--- src/design/assert_macros.svh ---
`ifndef ASSERT_MACROS_SVH
`define ASSERT_MACROS_SVH

// Same-cycle implication, checked on every rising clock edge outside reset.
`define ASSERT_NOW(label, ante, cons, msg) \
	label: assert property (@(posedge clk) disable iff (!arst_n) (ante) |-> (cons)) \
		else $error(msg);

// Next-cycle implication, checked on every rising clock edge outside reset.
`define ASSERT_NEXT(label, ante, cons, msg) \
	label: assert property (@(posedge clk) disable iff (!arst_n) (ante) |=> (cons)) \
		else $error(msg);

`endif

--- src/design/fgr_pkg.sv ---
package fgr_pkg;

	// Glyph geometry.
	localparam int SCALE      = 2;
	localparam int FONT_ROWS  = 7;
	localparam int FONT_COLS  = 5;
	localparam int ROWS       = FONT_ROWS * SCALE;
	localparam int COLS       = FONT_COLS * SCALE;
	localparam int MASK_W     = 10;
	localparam int GLYPH_BITS = FONT_ROWS * FONT_COLS;
	localparam int ROW_W      = $clog2(ROWS);
	localparam int FR_W       = $clog2(FONT_ROWS);
	localparam int IDX_W      = 6;

	// Field widths.
	localparam int CODE_W  = 8;
	localparam int POS_W   = 13;
	localparam int COORD_W = 14;
	localparam int DATA_W  = 32;
	localparam int PITCH_W = 16;
	localparam int PROD_W  = COORD_W + PITCH_W + 1;

	// Configuration register indexes.
	typedef enum logic [1:0] {
		REG_SCREEN_WIDTH  = 2'd0,
		REG_SCREEN_HEIGHT = 2'd1,
		REG_ROW_PITCH     = 2'd2,
		REG_FRAME_BASE    = 2'd3
	} cfg_reg_t;

	localparam logic [POS_W-1:0]   RST_SCREEN_WIDTH  = 13'd1024;
	localparam logic [POS_W-1:0]   RST_SCREEN_HEIGHT = 13'd768;
	localparam logic [PITCH_W-1:0] RST_ROW_PITCH     = 16'd4096;
	localparam logic [DATA_W-1:0]  RST_FRAME_BASE    = 32'd0;

	typedef struct packed {
		logic [POS_W-1:0]   screen_width;
		logic [POS_W-1:0]   screen_height;
		logic [PITCH_W-1:0] row_pitch_bytes;
		logic [DATA_W-1:0]  frame_base_address;
	} fgr_cfg_t;

	// One row beat from the sequencer to the row pipeline.
	typedef struct packed {
		logic [IDX_W-1:0]  font_idx;
		logic [ROW_W-1:0]  row_idx;
		logic [POS_W-1:0]  pos_x;
		logic [POS_W-1:0]  pos_y;
		logic [DATA_W-1:0] ink_color;
		logic              last;
	} fgr_beat_t;

	// Character codes the font recognizes.
	localparam logic [CODE_W-1:0] CH_LOW_A    = 8'h61;
	localparam logic [CODE_W-1:0] CH_LOW_Z    = 8'h7A;
	localparam logic [CODE_W-1:0] CASE_OFFSET = 8'h20;
	localparam logic [CODE_W-1:0] CH_A        = 8'h41;
	localparam logic [CODE_W-1:0] CH_Z        = 8'h5A;
	localparam logic [CODE_W-1:0] CH_0        = 8'h30;
	localparam logic [CODE_W-1:0] CH_9        = 8'h39;
	localparam logic [CODE_W-1:0] CH_COLON    = 8'h3A;
	localparam logic [CODE_W-1:0] CH_DOT      = 8'h2E;
	localparam logic [CODE_W-1:0] CH_DASH     = 8'h2D;
	localparam logic [CODE_W-1:0] CH_SLASH    = 8'h2F;
	localparam logic [CODE_W-1:0] CH_AT       = 8'h40;
	localparam logic [CODE_W-1:0] CH_GT       = 8'h3E;
	localparam logic [CODE_W-1:0] CH_SPACE    = 8'h20;

	// Font ROM slots.
	localparam logic [IDX_W-1:0] IDX_DIGIT0   = 6'd26;
	localparam logic [IDX_W-1:0] IDX_COLON    = 6'd36;
	localparam logic [IDX_W-1:0] IDX_DOT      = 6'd37;
	localparam logic [IDX_W-1:0] IDX_DASH     = 6'd38;
	localparam logic [IDX_W-1:0] IDX_SLASH    = 6'd39;
	localparam logic [IDX_W-1:0] IDX_AT       = 6'd40;
	localparam logic [IDX_W-1:0] IDX_GT       = 6'd41;
	localparam logic [IDX_W-1:0] IDX_SPACE    = 6'd42;
	localparam logic [IDX_W-1:0] IDX_FALLBACK = 6'd43;

	// Maps a character byte to its font slot, folding lower case to upper case.
	function automatic logic [IDX_W-1:0] font_index(logic [CODE_W-1:0] code);
		logic [CODE_W-1:0] c;
		logic [IDX_W-1:0]  idx;
		c = code;
		if (c >= CH_LOW_A && c <= CH_LOW_Z) begin
			c = c - CASE_OFFSET;
		end
		if (c >= CH_A && c <= CH_Z) begin
			idx = IDX_W'(c - CH_A);
		end else if (c >= CH_0 && c <= CH_9) begin
			idx = IDX_W'(c - CH_0) + IDX_DIGIT0;
		end else begin
			case (c)
				CH_COLON: idx = IDX_COLON;
				CH_DOT:   idx = IDX_DOT;
				CH_DASH:  idx = IDX_DASH;
				CH_SLASH: idx = IDX_SLASH;
				CH_AT:    idx = IDX_AT;
				CH_GT:    idx = IDX_GT;
				CH_SPACE: idx = IDX_SPACE;
				default:  idx = IDX_FALLBACK;
			endcase
		end
		return idx;
	endfunction

	// Font ROM: seven rows of five columns, top row and left column first.
	function automatic logic [GLYPH_BITS-1:0] glyph_bits(logic [IDX_W-1:0] idx);
		logic [GLYPH_BITS-1:0] g;
		case (idx)
			6'd0:  g = 35'b01110_10001_10001_11111_10001_10001_10001;
			6'd1:  g = 35'b11110_10001_10001_11110_10001_10001_11110;
			6'd2:  g = 35'b01111_10000_10000_10000_10000_10000_01111;
			6'd3:  g = 35'b11110_10001_10001_10001_10001_10001_11110;
			6'd4:  g = 35'b11111_10000_10000_11110_10000_10000_11111;
			6'd5:  g = 35'b11111_10000_10000_11110_10000_10000_10000;
			6'd6:  g = 35'b01111_10000_10000_10111_10001_10001_01111;
			6'd7:  g = 35'b10001_10001_10001_11111_10001_10001_10001;
			6'd8:  g = 35'b11111_00100_00100_00100_00100_00100_11111;
			6'd9:  g = 35'b00111_00010_00010_00010_10010_10010_01100;
			6'd10: g = 35'b10001_10010_10100_11000_10100_10010_10001;
			6'd11: g = 35'b10000_10000_10000_10000_10000_10000_11111;
			6'd12: g = 35'b10001_11011_10101_10101_10001_10001_10001;
			6'd13: g = 35'b10001_11001_10101_10011_10001_10001_10001;
			6'd14: g = 35'b01110_10001_10001_10001_10001_10001_01110;
			6'd15: g = 35'b11110_10001_10001_11110_10000_10000_10000;
			6'd16: g = 35'b01110_10001_10001_10001_10101_10010_01101;
			6'd17: g = 35'b11110_10001_10001_11110_10100_10010_10001;
			6'd18: g = 35'b01111_10000_10000_01110_00001_00001_11110;
			6'd19: g = 35'b11111_00100_00100_00100_00100_00100_00100;
			6'd20: g = 35'b10001_10001_10001_10001_10001_10001_01110;
			6'd21: g = 35'b10001_10001_10001_10001_01010_01010_00100;
			6'd22: g = 35'b10001_10001_10001_10101_10101_11011_10001;
			6'd23: g = 35'b10001_01010_00100_00100_00100_01010_10001;
			6'd24: g = 35'b10001_01010_00100_00100_00100_00100_00100;
			6'd25: g = 35'b11111_00001_00010_00100_01000_10000_11111;
			6'd26: g = 35'b01110_10001_10011_10101_11001_10001_01110;
			6'd27: g = 35'b00100_01100_00100_00100_00100_00100_01110;
			6'd28: g = 35'b01110_10001_00001_00010_00100_01000_11111;
			6'd29: g = 35'b11110_00001_00001_01110_00001_00001_11110;
			6'd30: g = 35'b10010_10010_10010_11111_00010_00010_00010;
			6'd31: g = 35'b11111_10000_10000_11110_00001_00001_11110;
			6'd32: g = 35'b01110_10000_10000_11110_10001_10001_01110;
			6'd33: g = 35'b11111_00001_00010_00100_01000_01000_01000;
			6'd34: g = 35'b01110_10001_10001_01110_10001_10001_01110;
			6'd35: g = 35'b01110_10001_10001_01111_00001_00001_01110;
			6'd36: g = 35'b00000_00100_00100_00000_00100_00100_00000;
			6'd37: g = 35'b00000_00000_00000_00000_00000_01100_01100;
			6'd38: g = 35'b00000_00000_00000_11111_00000_00000_00000;
			6'd39: g = 35'b00001_00010_00010_00100_01000_01000_10000;
			6'd40: g = 35'b01110_10001_10111_10101_10111_10000_01110;
			6'd41: g = 35'b10000_01000_00100_00010_00100_01000_10000;
			6'd42: g = 35'b00000_00000_00000_00000_00000_00000_00000;
			default: g = 35'b11111_10001_00110_00100_00100_00000_00100;
		endcase
		return g;
	endfunction

	// One font row; bit FONT_COLS-1 is the leftmost column.
	function automatic logic [FONT_COLS-1:0] glyph_row(logic [IDX_W-1:0] idx,
			logic [FR_W-1:0] fr);
		logic [GLYPH_BITS-1:0] g;
		g = glyph_bits(idx);
		return g[(FONT_ROWS - 1 - int'(fr)) * FONT_COLS +: FONT_COLS];
	endfunction

endpackage

--- src/design/fgr_in_if.sv ---
interface fgr_in_if;
	logic                                valid;
	logic                                ready;
	logic [fgr_pkg::CODE_W-1:0]          char_code;
	logic signed [fgr_pkg::POS_W-1:0]    pos_x;
	logic signed [fgr_pkg::POS_W-1:0]    pos_y;
	logic [fgr_pkg::DATA_W-1:0]          ink_color;

	modport source (output valid, char_code, pos_x, pos_y, ink_color, input ready);
	modport sink (input valid, char_code, pos_x, pos_y, ink_color, output ready);
endinterface

--- src/design/fgr_out_if.sv ---
interface fgr_out_if;
	logic                                valid;
	logic                                ready;
	logic signed [fgr_pkg::COORD_W-1:0]  row_coord;
	logic [fgr_pkg::DATA_W-1:0]          row_address;
	logic [fgr_pkg::MASK_W-1:0]          pixel_mask;
	logic [fgr_pkg::DATA_W-1:0]          pixel_value;
	logic                                last_row;

	modport source (output valid, row_coord, row_address, pixel_mask, pixel_value,
		last_row, input ready);
	modport sink (input valid, row_coord, row_address, pixel_mask, pixel_value,
		last_row, output ready);
endinterface

--- src/design/fgr_seq.sv ---
`include "assert_macros.svh"

module fgr_seq (
	input  logic                clk,
	input  logic                arst_n,
	fgr_in_if.sink              char_in,
	input  logic                take,
	output logic                beat_valid,
	output fgr_pkg::fgr_beat_t  beat
);

	logic                              busy_q;
	logic [fgr_pkg::ROW_W-1:0]         row_q;
	logic [fgr_pkg::IDX_W-1:0]         idx_q;
	logic [fgr_pkg::POS_W-1:0]         x_q;
	logic [fgr_pkg::POS_W-1:0]         y_q;
	logic [fgr_pkg::DATA_W-1:0]        ink_q;
	logic                              at_last;
	logic                              accept;

	localparam logic [fgr_pkg::ROW_W-1:0] LAST_ROW = fgr_pkg::ROW_W'(fgr_pkg::ROWS - 1);

	// A new character is taken when idle or as the final row leaves.
	assign at_last       = (row_q == LAST_ROW);
	assign char_in.ready = !busy_q || (take && at_last);
	assign accept        = char_in.valid && char_in.ready;

	// Row counter and busy flag.
	always_ff @(posedge clk or negedge arst_n) begin
		if (!arst_n) begin
			busy_q <= 1'b0;
			row_q  <= '0;
		end else if (accept) begin
			busy_q <= 1'b1;
			row_q  <= '0;
		end else if (busy_q && take) begin
			if (at_last) begin
				busy_q <= 1'b0;
				row_q  <= '0;
			end else begin
				row_q <= row_q + 1'b1;
			end
		end
	end

	// Character held for its whole run of rows; the font slot is resolved once.
	always_ff @(posedge clk) begin
		if (accept) begin
			idx_q <= fgr_pkg::font_index(char_in.char_code);
			x_q   <= char_in.pos_x;
			y_q   <= char_in.pos_y;
			ink_q <= char_in.ink_color;
		end
	end

	assign beat_valid     = busy_q;
	assign beat.font_idx  = idx_q;
	assign beat.row_idx   = row_q;
	assign beat.pos_x     = x_q;
	assign beat.pos_y     = y_q;
	assign beat.ink_color = ink_q;
	assign beat.last      = at_last;

	`ASSERT_NOW(a_row_needs_busy, row_q != '0, busy_q, "row counter runs while idle")
	`ASSERT_NEXT(a_accept_restarts, accept, busy_q && row_q == '0,
		"accepted character does not start at the top row")

endmodule

--- src/design/fgr_pipe.sv ---
`include "assert_macros.svh"

module fgr_pipe (
	input  logic                clk,
	input  logic                arst_n,
	input  fgr_pkg::fgr_cfg_t   cfg,
	input  logic                beat_valid,
	input  fgr_pkg::fgr_beat_t  beat,
	output logic                take,
	fgr_out_if.source           row_out
);

	// Stage 1: glyph row lookup and row coordinate.
	logic                              v_s1;
	logic [fgr_pkg::FONT_COLS-1:0]     glyph_s1;
	logic [fgr_pkg::COORD_W-1:0]       row_s1;
	logic [fgr_pkg::POS_W-1:0]         x_s1;
	logic [fgr_pkg::DATA_W-1:0]        ink_s1;
	logic                              last_s1;

	// Stage 2: pitch product and pixel mask.
	logic                              v_s2;
	logic [fgr_pkg::DATA_W-1:0]        prod_s2;
	logic [fgr_pkg::MASK_W-1:0]        mask_s2;
	logic [fgr_pkg::COORD_W-1:0]       row_s2;
	logic [fgr_pkg::POS_W-1:0]         x_s2;
	logic [fgr_pkg::DATA_W-1:0]        ink_s2;
	logic                              last_s2;

	// Stage 3: address sum, held as the output register.
	logic                              v_s3;
	logic [fgr_pkg::DATA_W-1:0]        addr_s3;
	logic [fgr_pkg::MASK_W-1:0]        mask_s3;
	logic [fgr_pkg::COORD_W-1:0]       row_s3;
	logic [fgr_pkg::DATA_W-1:0]        ink_s3;
	logic                              last_s3;

	logic                              en_s1;
	logic                              en_s2;
	logic                              en_s3;
	logic [fgr_pkg::FR_W-1:0]          font_row;
	logic [fgr_pkg::COORD_W-1:0]       row_next;
	logic signed [fgr_pkg::PROD_W-1:0] prod;
	logic                              row_ok;
	logic [fgr_pkg::COORD_W-1:0]       col [fgr_pkg::MASK_W];
	logic [fgr_pkg::MASK_W-1:0]        mask_next;
	logic [fgr_pkg::DATA_W-1:0]        x_bytes;

	// A stage loads when it is empty or its successor moves on.
	assign en_s3 = !v_s3 || row_out.ready;
	assign en_s2 = !v_s2 || en_s3;
	assign en_s1 = !v_s1 || en_s2;
	assign take  = en_s1;

	always_ff @(posedge clk or negedge arst_n) begin
		if (!arst_n) begin
			v_s1 <= 1'b0;
			v_s2 <= 1'b0;
			v_s3 <= 1'b0;
		end else begin
			if (en_s1) v_s1 <= beat_valid;
			if (en_s2) v_s2 <= v_s1;
			if (en_s3) v_s3 <= v_s2;
		end
	end

	// Each font row covers SCALE screen rows.
	assign font_row = fgr_pkg::FR_W'(beat.row_idx / fgr_pkg::SCALE);
	assign row_next = {beat.pos_y[fgr_pkg::POS_W-1], beat.pos_y}
		+ fgr_pkg::COORD_W'(beat.row_idx);

	always_ff @(posedge clk) begin
		if (en_s1) begin
			glyph_s1 <= fgr_pkg::glyph_row(beat.font_idx, font_row);
			row_s1   <= row_next;
			x_s1     <= beat.pos_x;
			ink_s1   <= beat.ink_color;
			last_s1  <= beat.last;
		end
	end

	// Row offset in bytes; the 31-bit signed product is sign extended to 32 bits.
	assign prod   = $signed(row_s1) * $signed({1'b0, cfg.row_pitch_bytes});
	assign row_ok = !row_s1[fgr_pkg::COORD_W-1]
		&& (row_s1[fgr_pkg::POS_W-1:0] < cfg.screen_height);

	// Each mask bit needs an on-screen row, a lit font column and an on-screen column.
	always_comb begin
		mask_next = '0;
		for (int i = 0; i < fgr_pkg::MASK_W; i++) begin
			col[i] = {x_s1[fgr_pkg::POS_W-1], x_s1} + fgr_pkg::COORD_W'(i);
			if (i < fgr_pkg::COLS) begin
				mask_next[i] = row_ok && !col[i][fgr_pkg::COORD_W-1]
					&& (col[i][fgr_pkg::POS_W-1:0] < cfg.screen_width)
					&& glyph_s1[fgr_pkg::FONT_COLS - 1
						- ((i / fgr_pkg::SCALE) % fgr_pkg::FONT_COLS)];
			end
		end
	end

	always_ff @(posedge clk) begin
		if (en_s2) begin
			prod_s2 <= {{(fgr_pkg::DATA_W - fgr_pkg::PROD_W){prod[fgr_pkg::PROD_W-1]}}, prod};
			mask_s2 <= mask_next;
			row_s2  <= row_s1;
			x_s2    <= x_s1;
			ink_s2  <= ink_s1;
			last_s2 <= last_s1;
		end
	end

	// Column offset in bytes, four bytes per pixel, sign extended.
	assign x_bytes = {{(fgr_pkg::DATA_W - fgr_pkg::POS_W - 2){x_s2[fgr_pkg::POS_W-1]}},
		x_s2, 2'b00};

	always_ff @(posedge clk) begin
		if (en_s3) begin
			addr_s3 <= cfg.frame_base_address + prod_s2 + x_bytes;
			mask_s3 <= mask_s2;
			row_s3  <= row_s2;
			ink_s3  <= ink_s2;
			last_s3 <= last_s2;
		end
	end

	assign row_out.valid       = v_s3;
	assign row_out.row_coord   = $signed(row_s3);
	assign row_out.row_address = addr_s3;
	assign row_out.pixel_mask  = mask_s3;
	assign row_out.pixel_value = ink_s3;
	assign row_out.last_row    = last_s3;

	`ASSERT_NEXT(a_s2_held, v_s2 && !en_s3, v_s2, "stalled middle stage lost its row")
	`ASSERT_NEXT(a_last_moves, v_s1 && last_s1 && en_s2, v_s2 && last_s2,
		"final row flag dropped between stages")

endmodule

--- src/design/font_glyph_rasterizer.sv ---
// Draws one 5x7 font character, doubled in both directions, as fourteen row beats.
// Each character beat yields one row beat per cycle, while the output is ready, for
// rows pos_y through pos_y+13, top row first; output stalls hold the block. The row
// sequencer takes the next character in the cycle its final row moves into the
// pipeline. The sequencer loads on the taking edge, then three pipeline stages
// follow before the output: font lookup, pitch multiply and mask, address sum.
// Lower case is folded to upper case; unknown codes draw the fallback glyph.
// Rows off screen still produce a beat with an empty pixel mask. Configuration
// registers may only be written while no character is in flight.
module font_glyph_rasterizer (
	input  logic                       clk,
	input  logic                       arst_n,
	input  logic                       cfg_we,
	input  logic [1:0]                 cfg_index,
	input  logic [fgr_pkg::DATA_W-1:0] cfg_wdata,
	fgr_in_if.sink                     char_in,
	fgr_out_if.source                  row_out
);

	fgr_pkg::fgr_cfg_t   cfg_q;
	fgr_pkg::fgr_beat_t  beat;
	logic                beat_valid;
	logic                take;

	// Configuration registers; extra high bits of the write data are dropped.
	always_ff @(posedge clk or negedge arst_n) begin
		if (!arst_n) begin
			cfg_q.screen_width       <= fgr_pkg::RST_SCREEN_WIDTH;
			cfg_q.screen_height      <= fgr_pkg::RST_SCREEN_HEIGHT;
			cfg_q.row_pitch_bytes    <= fgr_pkg::RST_ROW_PITCH;
			cfg_q.frame_base_address <= fgr_pkg::RST_FRAME_BASE;
		end else if (cfg_we) begin
			case (fgr_pkg::cfg_reg_t'(cfg_index))
				fgr_pkg::REG_SCREEN_WIDTH:
					cfg_q.screen_width <= cfg_wdata[fgr_pkg::POS_W-1:0];
				fgr_pkg::REG_SCREEN_HEIGHT:
					cfg_q.screen_height <= cfg_wdata[fgr_pkg::POS_W-1:0];
				fgr_pkg::REG_ROW_PITCH:
					cfg_q.row_pitch_bytes <= cfg_wdata[fgr_pkg::PITCH_W-1:0];
				fgr_pkg::REG_FRAME_BASE:
					cfg_q.frame_base_address <= cfg_wdata;
				default: begin
				end
			endcase
		end
	end

	// Row sequencer: holds one character and steps through its rows.
	fgr_seq u_seq (
		.clk        (clk),
		.arst_n     (arst_n),
		.char_in    (char_in),
		.take       (take),
		.beat_valid (beat_valid),
		.beat       (beat)
	);

	// Row pipeline: glyph row, mask with clipping, framebuffer address.
	fgr_pipe u_pipe (
		.clk        (clk),
		.arst_n     (arst_n),
		.cfg        (cfg_q),
		.beat_valid (beat_valid),
		.beat       (beat),
		.take       (take),
		.row_out    (row_out)
	);

endmodule

--- src/flat_wrapper.sv ---
// flat-port wrapper written by rule: the top's interface ports become plain ports
module font_glyph_rasterizer_flat 
  (clk, arst_n, cfg_we, cfg_index, cfg_wdata, char_in_valid, char_in_char_code, char_in_pos_x, char_in_pos_y, char_in_ink_color, char_in_ready, row_out_valid, row_out_row_coord, row_out_row_address, row_out_pixel_mask, row_out_pixel_value, row_out_last_row, row_out_ready);
  fgr_in_if char_in_i ();
  fgr_out_if row_out_i ();
  input  logic clk;
  input  logic arst_n;
  input  logic cfg_we;
  input  logic [1:0] cfg_index;
  input  logic [fgr_pkg::DATA_W-1:0] cfg_wdata;
  input wire logic [$bits(char_in_i.valid)-1:0] char_in_valid;
  input wire logic [$bits(char_in_i.char_code)-1:0] char_in_char_code;
  input wire logic [$bits(char_in_i.pos_x)-1:0] char_in_pos_x;
  input wire logic [$bits(char_in_i.pos_y)-1:0] char_in_pos_y;
  input wire logic [$bits(char_in_i.ink_color)-1:0] char_in_ink_color;
  output wire logic [$bits(char_in_i.ready)-1:0] char_in_ready;
  output wire logic [$bits(row_out_i.valid)-1:0] row_out_valid;
  output wire logic [$bits(row_out_i.row_coord)-1:0] row_out_row_coord;
  output wire logic [$bits(row_out_i.row_address)-1:0] row_out_row_address;
  output wire logic [$bits(row_out_i.pixel_mask)-1:0] row_out_pixel_mask;
  output wire logic [$bits(row_out_i.pixel_value)-1:0] row_out_pixel_value;
  output wire logic [$bits(row_out_i.last_row)-1:0] row_out_last_row;
  input wire logic [$bits(row_out_i.ready)-1:0] row_out_ready;
  assign char_in_i.valid = char_in_valid;
  assign char_in_i.char_code = char_in_char_code;
  assign char_in_i.pos_x = char_in_pos_x;
  assign char_in_i.pos_y = char_in_pos_y;
  assign char_in_i.ink_color = char_in_ink_color;
  assign char_in_ready = char_in_i.ready;
  assign row_out_valid = row_out_i.valid;
  assign row_out_row_coord = row_out_i.row_coord;
  assign row_out_row_address = row_out_i.row_address;
  assign row_out_pixel_mask = row_out_i.pixel_mask;
  assign row_out_pixel_value = row_out_i.pixel_value;
  assign row_out_last_row = row_out_i.last_row;
  assign row_out_i.ready = row_out_ready;
  font_glyph_rasterizer u_core (.clk(clk), .arst_n(arst_n), .cfg_we(cfg_we), .cfg_index(cfg_index), .cfg_wdata(cfg_wdata), .char_in(char_in_i), .row_out(row_out_i));
endmodule
--- config.mk ---
export PLATFORM = sky130hd
export DESIGN_NAME = font_glyph_rasterizer_flat
export DESIGN_NICKNAME = d
export VERILOG_FILES = /design/src/design/fgr_pkg.sv /design/src/design/fgr_in_if.sv /design/src/design/fgr_out_if.sv /design/src/design/fgr_seq.sv /design/src/design/fgr_pipe.sv /design/src/design/font_glyph_rasterizer.sv /design/src/flat_wrapper.sv
export VERILOG_INCLUDE_DIRS = /design/src /design/src/design
export SDC_FILE = /design/constraint.sdc
export NUM_CORES = 1
export LEC_CHECK = 0
export BUFFER_PORTS_ARGS = -buffer_cell sky130_fd_sc_hd__buf_2
export CORE_MARGIN = 2
export CORE_UTILIZATION = 45
export CTS_CLUSTER_DIAMETER = 50
export DETAILED_ROUTE_END_ITERATION = 6
export SYNTH_ARGS = -nofsm -noshare
export SYNTH_HDL_FRONTEND = slang
export SYNTH_SLANG_ARGS = --single-unit
--- constraint.sdc ---
create_clock -name clk -period 6.35 [get_ports clk]
set_clock_uncertainty 0.05 [all_clocks]
set_input_delay 1.27 -clock clk [delete_from_list [all_inputs] [get_ports clk]]
set_output_delay 1.27 -clock clk [all_outputs]
set_load 0.1 [all_outputs]
== Word level (Yosys, flattened, before mapping) ==
Memory sizes are Yosys's and may differ from the RTL's. A register that Yosys moved wholly into a read port is not among the register bits.
Cells that the tools add are included.
W data, S select, Z words.
Cells by class
  add/sub/neg operators: 18
  multiply operators: 2
  divide/modulo/power cells: 0
  magnitude comparators: 17
  eq/ne operators: 11
  shift operators: 1
  muxes and demuxes: 13
  bitwise gates (word level): 0
  reduce and logical (&&, ||, !) cells: 64
Operators by type and width (count)
  $lt A13 B13 Y1: 11
  $add A32 B32 Y32: 2
  $add A13 B4 Y14 const B: 4
  $eq A8 B6 Y1 const B: 6
  $logic_and A1 B1 Y1: 37
  $mux W35: 1
  $shiftx A35 B8 Y5: 1
  $mul A14 B17 Y31: 1
  $add A13 B3 Y14 const B: 2
  $add A13 B5 Y14 const B: 2
  $pmux W4 S7: 1
  $mux W6: 3
  $ge A8 B7 Y1 const B: 2
  $le A8 B7 Y1 const B: 2
  $mux W8: 2
  $logic_not A1 Y1: 15
  $add A13 B2 Y14 const B: 1
  $add A13 B5 Y14: 1
  $mux W4: 3
  $reduce_and A2 Y1: 5
  $eq A8 B7 Y1 const B: 1
  $ge A8 B6 Y1 const B: 1
  $le A8 B6 Y1 const B: 1
  $mul A4 B4 Y8 const B: 1
  other kinds (13): 20
Word-level totals
  register bits: 401
  latch bits: 0
  memory bits (writable): 0
  ROM bits: 2176
  output and inout port bits: 91
  memories kept: 1
Memories
  (name not given): words 64, width 34, read ports 1, clocked after Yosys merged registers in 1, wr ports 0, line fgr_pkg.sv:110  | case (idx)

== Longest topological paths before layout ==
  depth in word-level cells: 13
  depth in mapped cells: 24
  mapped depth without buffers: 23

== Hierarchy ==
From an unflattened synthesis, not the netlist that was laid out.
Second synthesis, totals
  cell total of the unflattened synthesis: 2900
  area, all modules: 31318.8 um^2
Modules (own cells, without submodules)
  fgr_pipe: instances 1, cells each 2574, area each 25828.5 um^2
  font_glyph_rasterizer: instances 1, cells each 158, area each 2758.9 um^2
  fgr_seq: instances 1, cells each 168, area each 2731.4 um^2

== Least setup slack after synthesis ==
Ideal clock, no wire load.
  path type: in2reg
  from: input row_out_ready
  to: register with a tool-made name
  arrival: 6710 ps
  path slack: -531 ps
  stages on the path: 13
  cells stage by stage: nand4b_1 -> a21o_1 -> nand2_2 -> inv_1 -> buf_6 -> mux2i_4 -> clkinv_1 -> ha_1 -> clkbuf_1 -> nand2_1 -> o32a_1 -> nor2_1 -> a221o_1
RTL lines
  from (decl): line flat_wrapper.sv:23  | input wire logic [$bits(row_out_i.ready)-1:0] row_out_ready;

== Worst setup path in the final report ==
  from: register u_core.u_pipe.row_s1[2] in the netlist's numbering
  to: register u_core.u_pipe.prod_s2[24] in the netlist's numbering, data pin
Between the ends
  longest elaborated chain between the ends: 1
RTL lines
  from (decl): line fgr_pipe.sv:16  | logic [fgr_pkg::COORD_W-1:0] row_s1;
  from (signal assigned): line fgr_pipe.sv:75  | row_s1 <= row_next;
  $mul A14 B17 Y31: line fgr_pipe.sv:83  | assign prod = $signed(row_s1) * $signed({1'b0, cfg.row_pitch_bytes});
  net u_core.u_pipe.prod, one bit: line fgr_pipe.sv:43  | logic signed [fgr_pkg::PROD_W-1:0] prod;
  to (signal assigned): line fgr_pipe.sv:103  | prod_s2 <= {{(fgr_pkg::DATA_W - fgr_pkg::PROD_W){prod[fgr_pkg::PROD_W-1]}}, prod};
  to (decl): line fgr_pipe.sv:23  | logic [fgr_pkg::DATA_W-1:0] prod_s2;
The timed path passes the listed nets, and every way through them passes these cells.
A chain may end at the register's enable or synchronous reset.

==> summary.md <==
| Metric | Value |
|---|---|
| Clk Latency, worst-skew pair | `approximately 0.67 ns` |
| Synth area leaders | `edfxtp_1 (31%), fa_1 (13%), ha_1 (13%)` |
| Clock Path Buffers | `3` |
| Post-synth top area cell | `edfxtp_1` |
| Initial Util | `45.6%` |
| WHS | `0.358 ns` |
| Initial antenna violation count | `13` |
| Fmax | `0.160 GHz` |
| Post-synth top cells | `edfxtp_1 (319), ha_1 (314), inv_1 (291)` |
| Largest net degree at the start of global routing | `between 100 and 150` |
| Worst slack, placed | `-0.193 ns` |
| Max-cap violations | `0` |
| Fillers | `6,076` |
| Status | `complete, no violations` |
| Ys flop type | `edfxtp_1` |
| Detailed Route Iter0 Violations | `between 1,500 and 2,000` |
| EDFF count, synth | `319` |
| Mapped Area | `0.0313 mm2` |
| Clock root buffer | `clkbuf_16` |
| Min Tclk post-route | `6.24 ns` |
| TritonCTS clock tree | `yes` |
| Final setup viols | `0` |
| Top-Level Pins | `196` |
| Placer Congestion | `0.934` |
| Unique masters post-synth | `97` |
| Residual DRC count | `0` |
| Row count | `96` |
| Core area | `0.0687 mm2` |
| Vias in the first global route | `between 20,000 and 25,000` |
| RSZ-0062 raised after global routing | `yes` |
| HPWL Detailed | `61,600 um` |
| Max-slew violations | `0` |
| Area delta synth->final | `16.5%` |
| CP max FO | `7` |
| CP Launch Type | `register` |
| Drt total wl | `81,500 um` |
| Arrival time worst endpoint | `about 6.6 ns` |
| Fraction of layout instances using a drive strength above 1 | `19.6%` |
| I/O Buffers | `195` |
| Global-route wire length before repair | `128,000 um` |
| Hold Vio Cnt, Final | `0` |
| Most instantiated library cell after synthesis | `edfxtp_1` |
| Die X | `268 um` |
| Worst EP required | `6.68 ns` |
| Hold crit path type | `reg2reg` |
| Nets | `3,687` |
| Worst slew pin tran | `1.11 ns` |
| FFs w/ async S/R, synth | `between 10% and 20%` |
| Vias | `21,989` |
| First-pass DRT Iterations | `5` |
| Rel. slew slack | `25.9%` |
| Sequential fraction of the synthesis area | `39.4%` |
| H-tree Lvls | `2` |
| Cells after Synth | `~2,800` |
| Die height | `268 um` |
| Drt via density | `roughly 5.4` |
| CP Capture Type | `register` |
| Syn nets | `3,422` |
| Final cycle utilization of the critical path | `a little under 100%` |
| Die area | `0.0717 mm2` |
| Clock sink count | `435` |
| Share of the synthesized area in the top cell type | `30.6%` |
| CTS Buf Count | `57` |
| Syn Area/Cell | `11.2 um2` |
| DRT antenna net count | `0` |
| Final worst slack | `0.107 ns` |
| WL per Instance | `about 20 um` |
| Critical path class | `reg2reg` |
| Grt ovf | `0` |
| Register bit count reported by yosys | `between 400 and 500` |
| GR Util All Layers | `22.9%` |
| Syn. warnings | `0` |
| Clk pin slew, worst setup/hold paths | `approximately 0.060 ns` |
-- worst max-delay path, stage by stage, from the launching register on --
cell	delay, ns
edfxtp_1	0.54
buf_6	0.19
and2_4	0.15
fa_1	0.55
inv_2	0.04
fa_1	0.48
inv_2	0.04
fa_1	0.56
fa_2	0.44
fa_1	0.53
inv_2	0.04
fa_1	0.48
inv_2	0.05
ha_4	0.22
o21a_1	0.17
o21ai_1	0.13
nand2b_1	0.08
and3_1	0.18
a221o_1	0.35
buf_4	0.15
a21o_1	0.17
a21oi_2	0.14
nand3b_1	0.13
nand3_1	0.08
-- path summary, 6_finish.rpt --
check | start | to | slack [ns] | depth (start not counted)
worst max-delay path | u_core.u_pipe.row_s1[2] | u_core.u_pipe.prod_s2[24] | 0.11 | 23
worst min register to register | u_core.u_pipe.row_s2[11] | u_core.u_pipe.row_out.row_coord[11] | 0.36 | 0
min in group asynchronous | arst_n | u_core.cfg_q[29] | 0.57 | 1
worst min-delay path | u_core.u_pipe.row_s2[11] | u_core.u_pipe.row_out.row_coord[11] | 0.36 | 0
max in group asynchronous | arst_n | u_core.cfg_q[67] | 4.54 | 2
worst max register to register | u_core.u_pipe.row_s1[2] | u_core.u_pipe.prod_s2[24] | 0.11 | 23
-- metrics by stage --
step	instances	setup TNS (ns)	utilization, %	instance area (um2)
final	4052	0	53.1	36500
after global routing	4050	-0.208	53.0	36400
after CTS	4037	0	52.5	36100
after detailed placement	3924	-0.852	49.3	33900
after global placement	3924	-0.584	49.3	33900
after floorplan	2805	-0.0340	-	31400
-- logic make-up after synthesis --
group / share of synthesized area [%]
simple gates: 10.8
compound gates: 11.6
fa+ha+maj: 25.2
flops: 39.4
buf+inv: 5.02
xor+xnor: 4.37
mux: 3.65
-- sequential cells by signal, indices dropped and copies added (netlist names), 4 cells and up, named ones only --
register / flops
u_core.cfg_q: 74
u_core.u_pipe.ink_s1: 32
u_core.u_pipe.ink_s2: 32
u_core.u_pipe.row_out.pixel_value: 32
u_core.u_pipe.row_out.row_address: 32
u_core.u_seq.ink_q: 32
u_core.u_pipe.prod_s2: 31
u_core.u_pipe.row_out.row_coord: 14
u_core.u_pipe.row_s1: 14
u_core.u_pipe.row_s2: 14
u_core.u_pipe.x_s1: 13
u_core.u_pipe.x_s2: 13
u_core.u_seq.x_q: 13
u_core.u_seq.y_q: 13
u_core.u_pipe.mask_s2: 10
u_core.u_pipe.row_out.pixel_mask: 10
u_core.u_seq.idx_q: 6
u_core.u_pipe.glyph_s1: 5
u_core.u_seq.row_q: 4
-- routing by layer --
metal  track usage [%]  vias up  wire (um)
li1                  -    10378          -
met1              31.6    10804      37000
met2              36.7      636      37300
met3              4.57      157       4970
met4              6.54       14       2080
met5                 0        -         93
-- timing repair --
action / in CTS / in global routing
pin swaps: 12 / 54
hold endpoints to repair: 0 / 0
hold buffers: 0 / 0
buffers inserted: 6 / 12
cloned: 0 / 0
gates resized for setup: 26 / 67
endpoints found under the setup margin: 7 / 7
-- layout by cell type, fill, tap and decap left out, types with 98 or more instances in the layout --
master    netlist  layout
inv_1         291     280
nand2_1       217     213
a21oi_1       104      98
buf_2          20     194
nor2_1        109     108
ha_1          314     304
edfxtp_1      319     319
fa_1          198     195
and2_1        126     112
buf_4           2     109
-- layout make-up --
class	instances	area, um2	area share [%]
antenna	3	7.51	0.0206
clock buffer	66	1530	4.19
clock inverter	41	536	1.47
inverter	295	1110	3.06
multi-input combinational	1964	17800	48.8
sequential	435	12300	33.8
tap	931	1160	3.20
timing repair buffer	317	1990	5.46
Power is not shown: default switching activity piles up to over one toggle a cycle in this logic, so the estimate is an artifact.
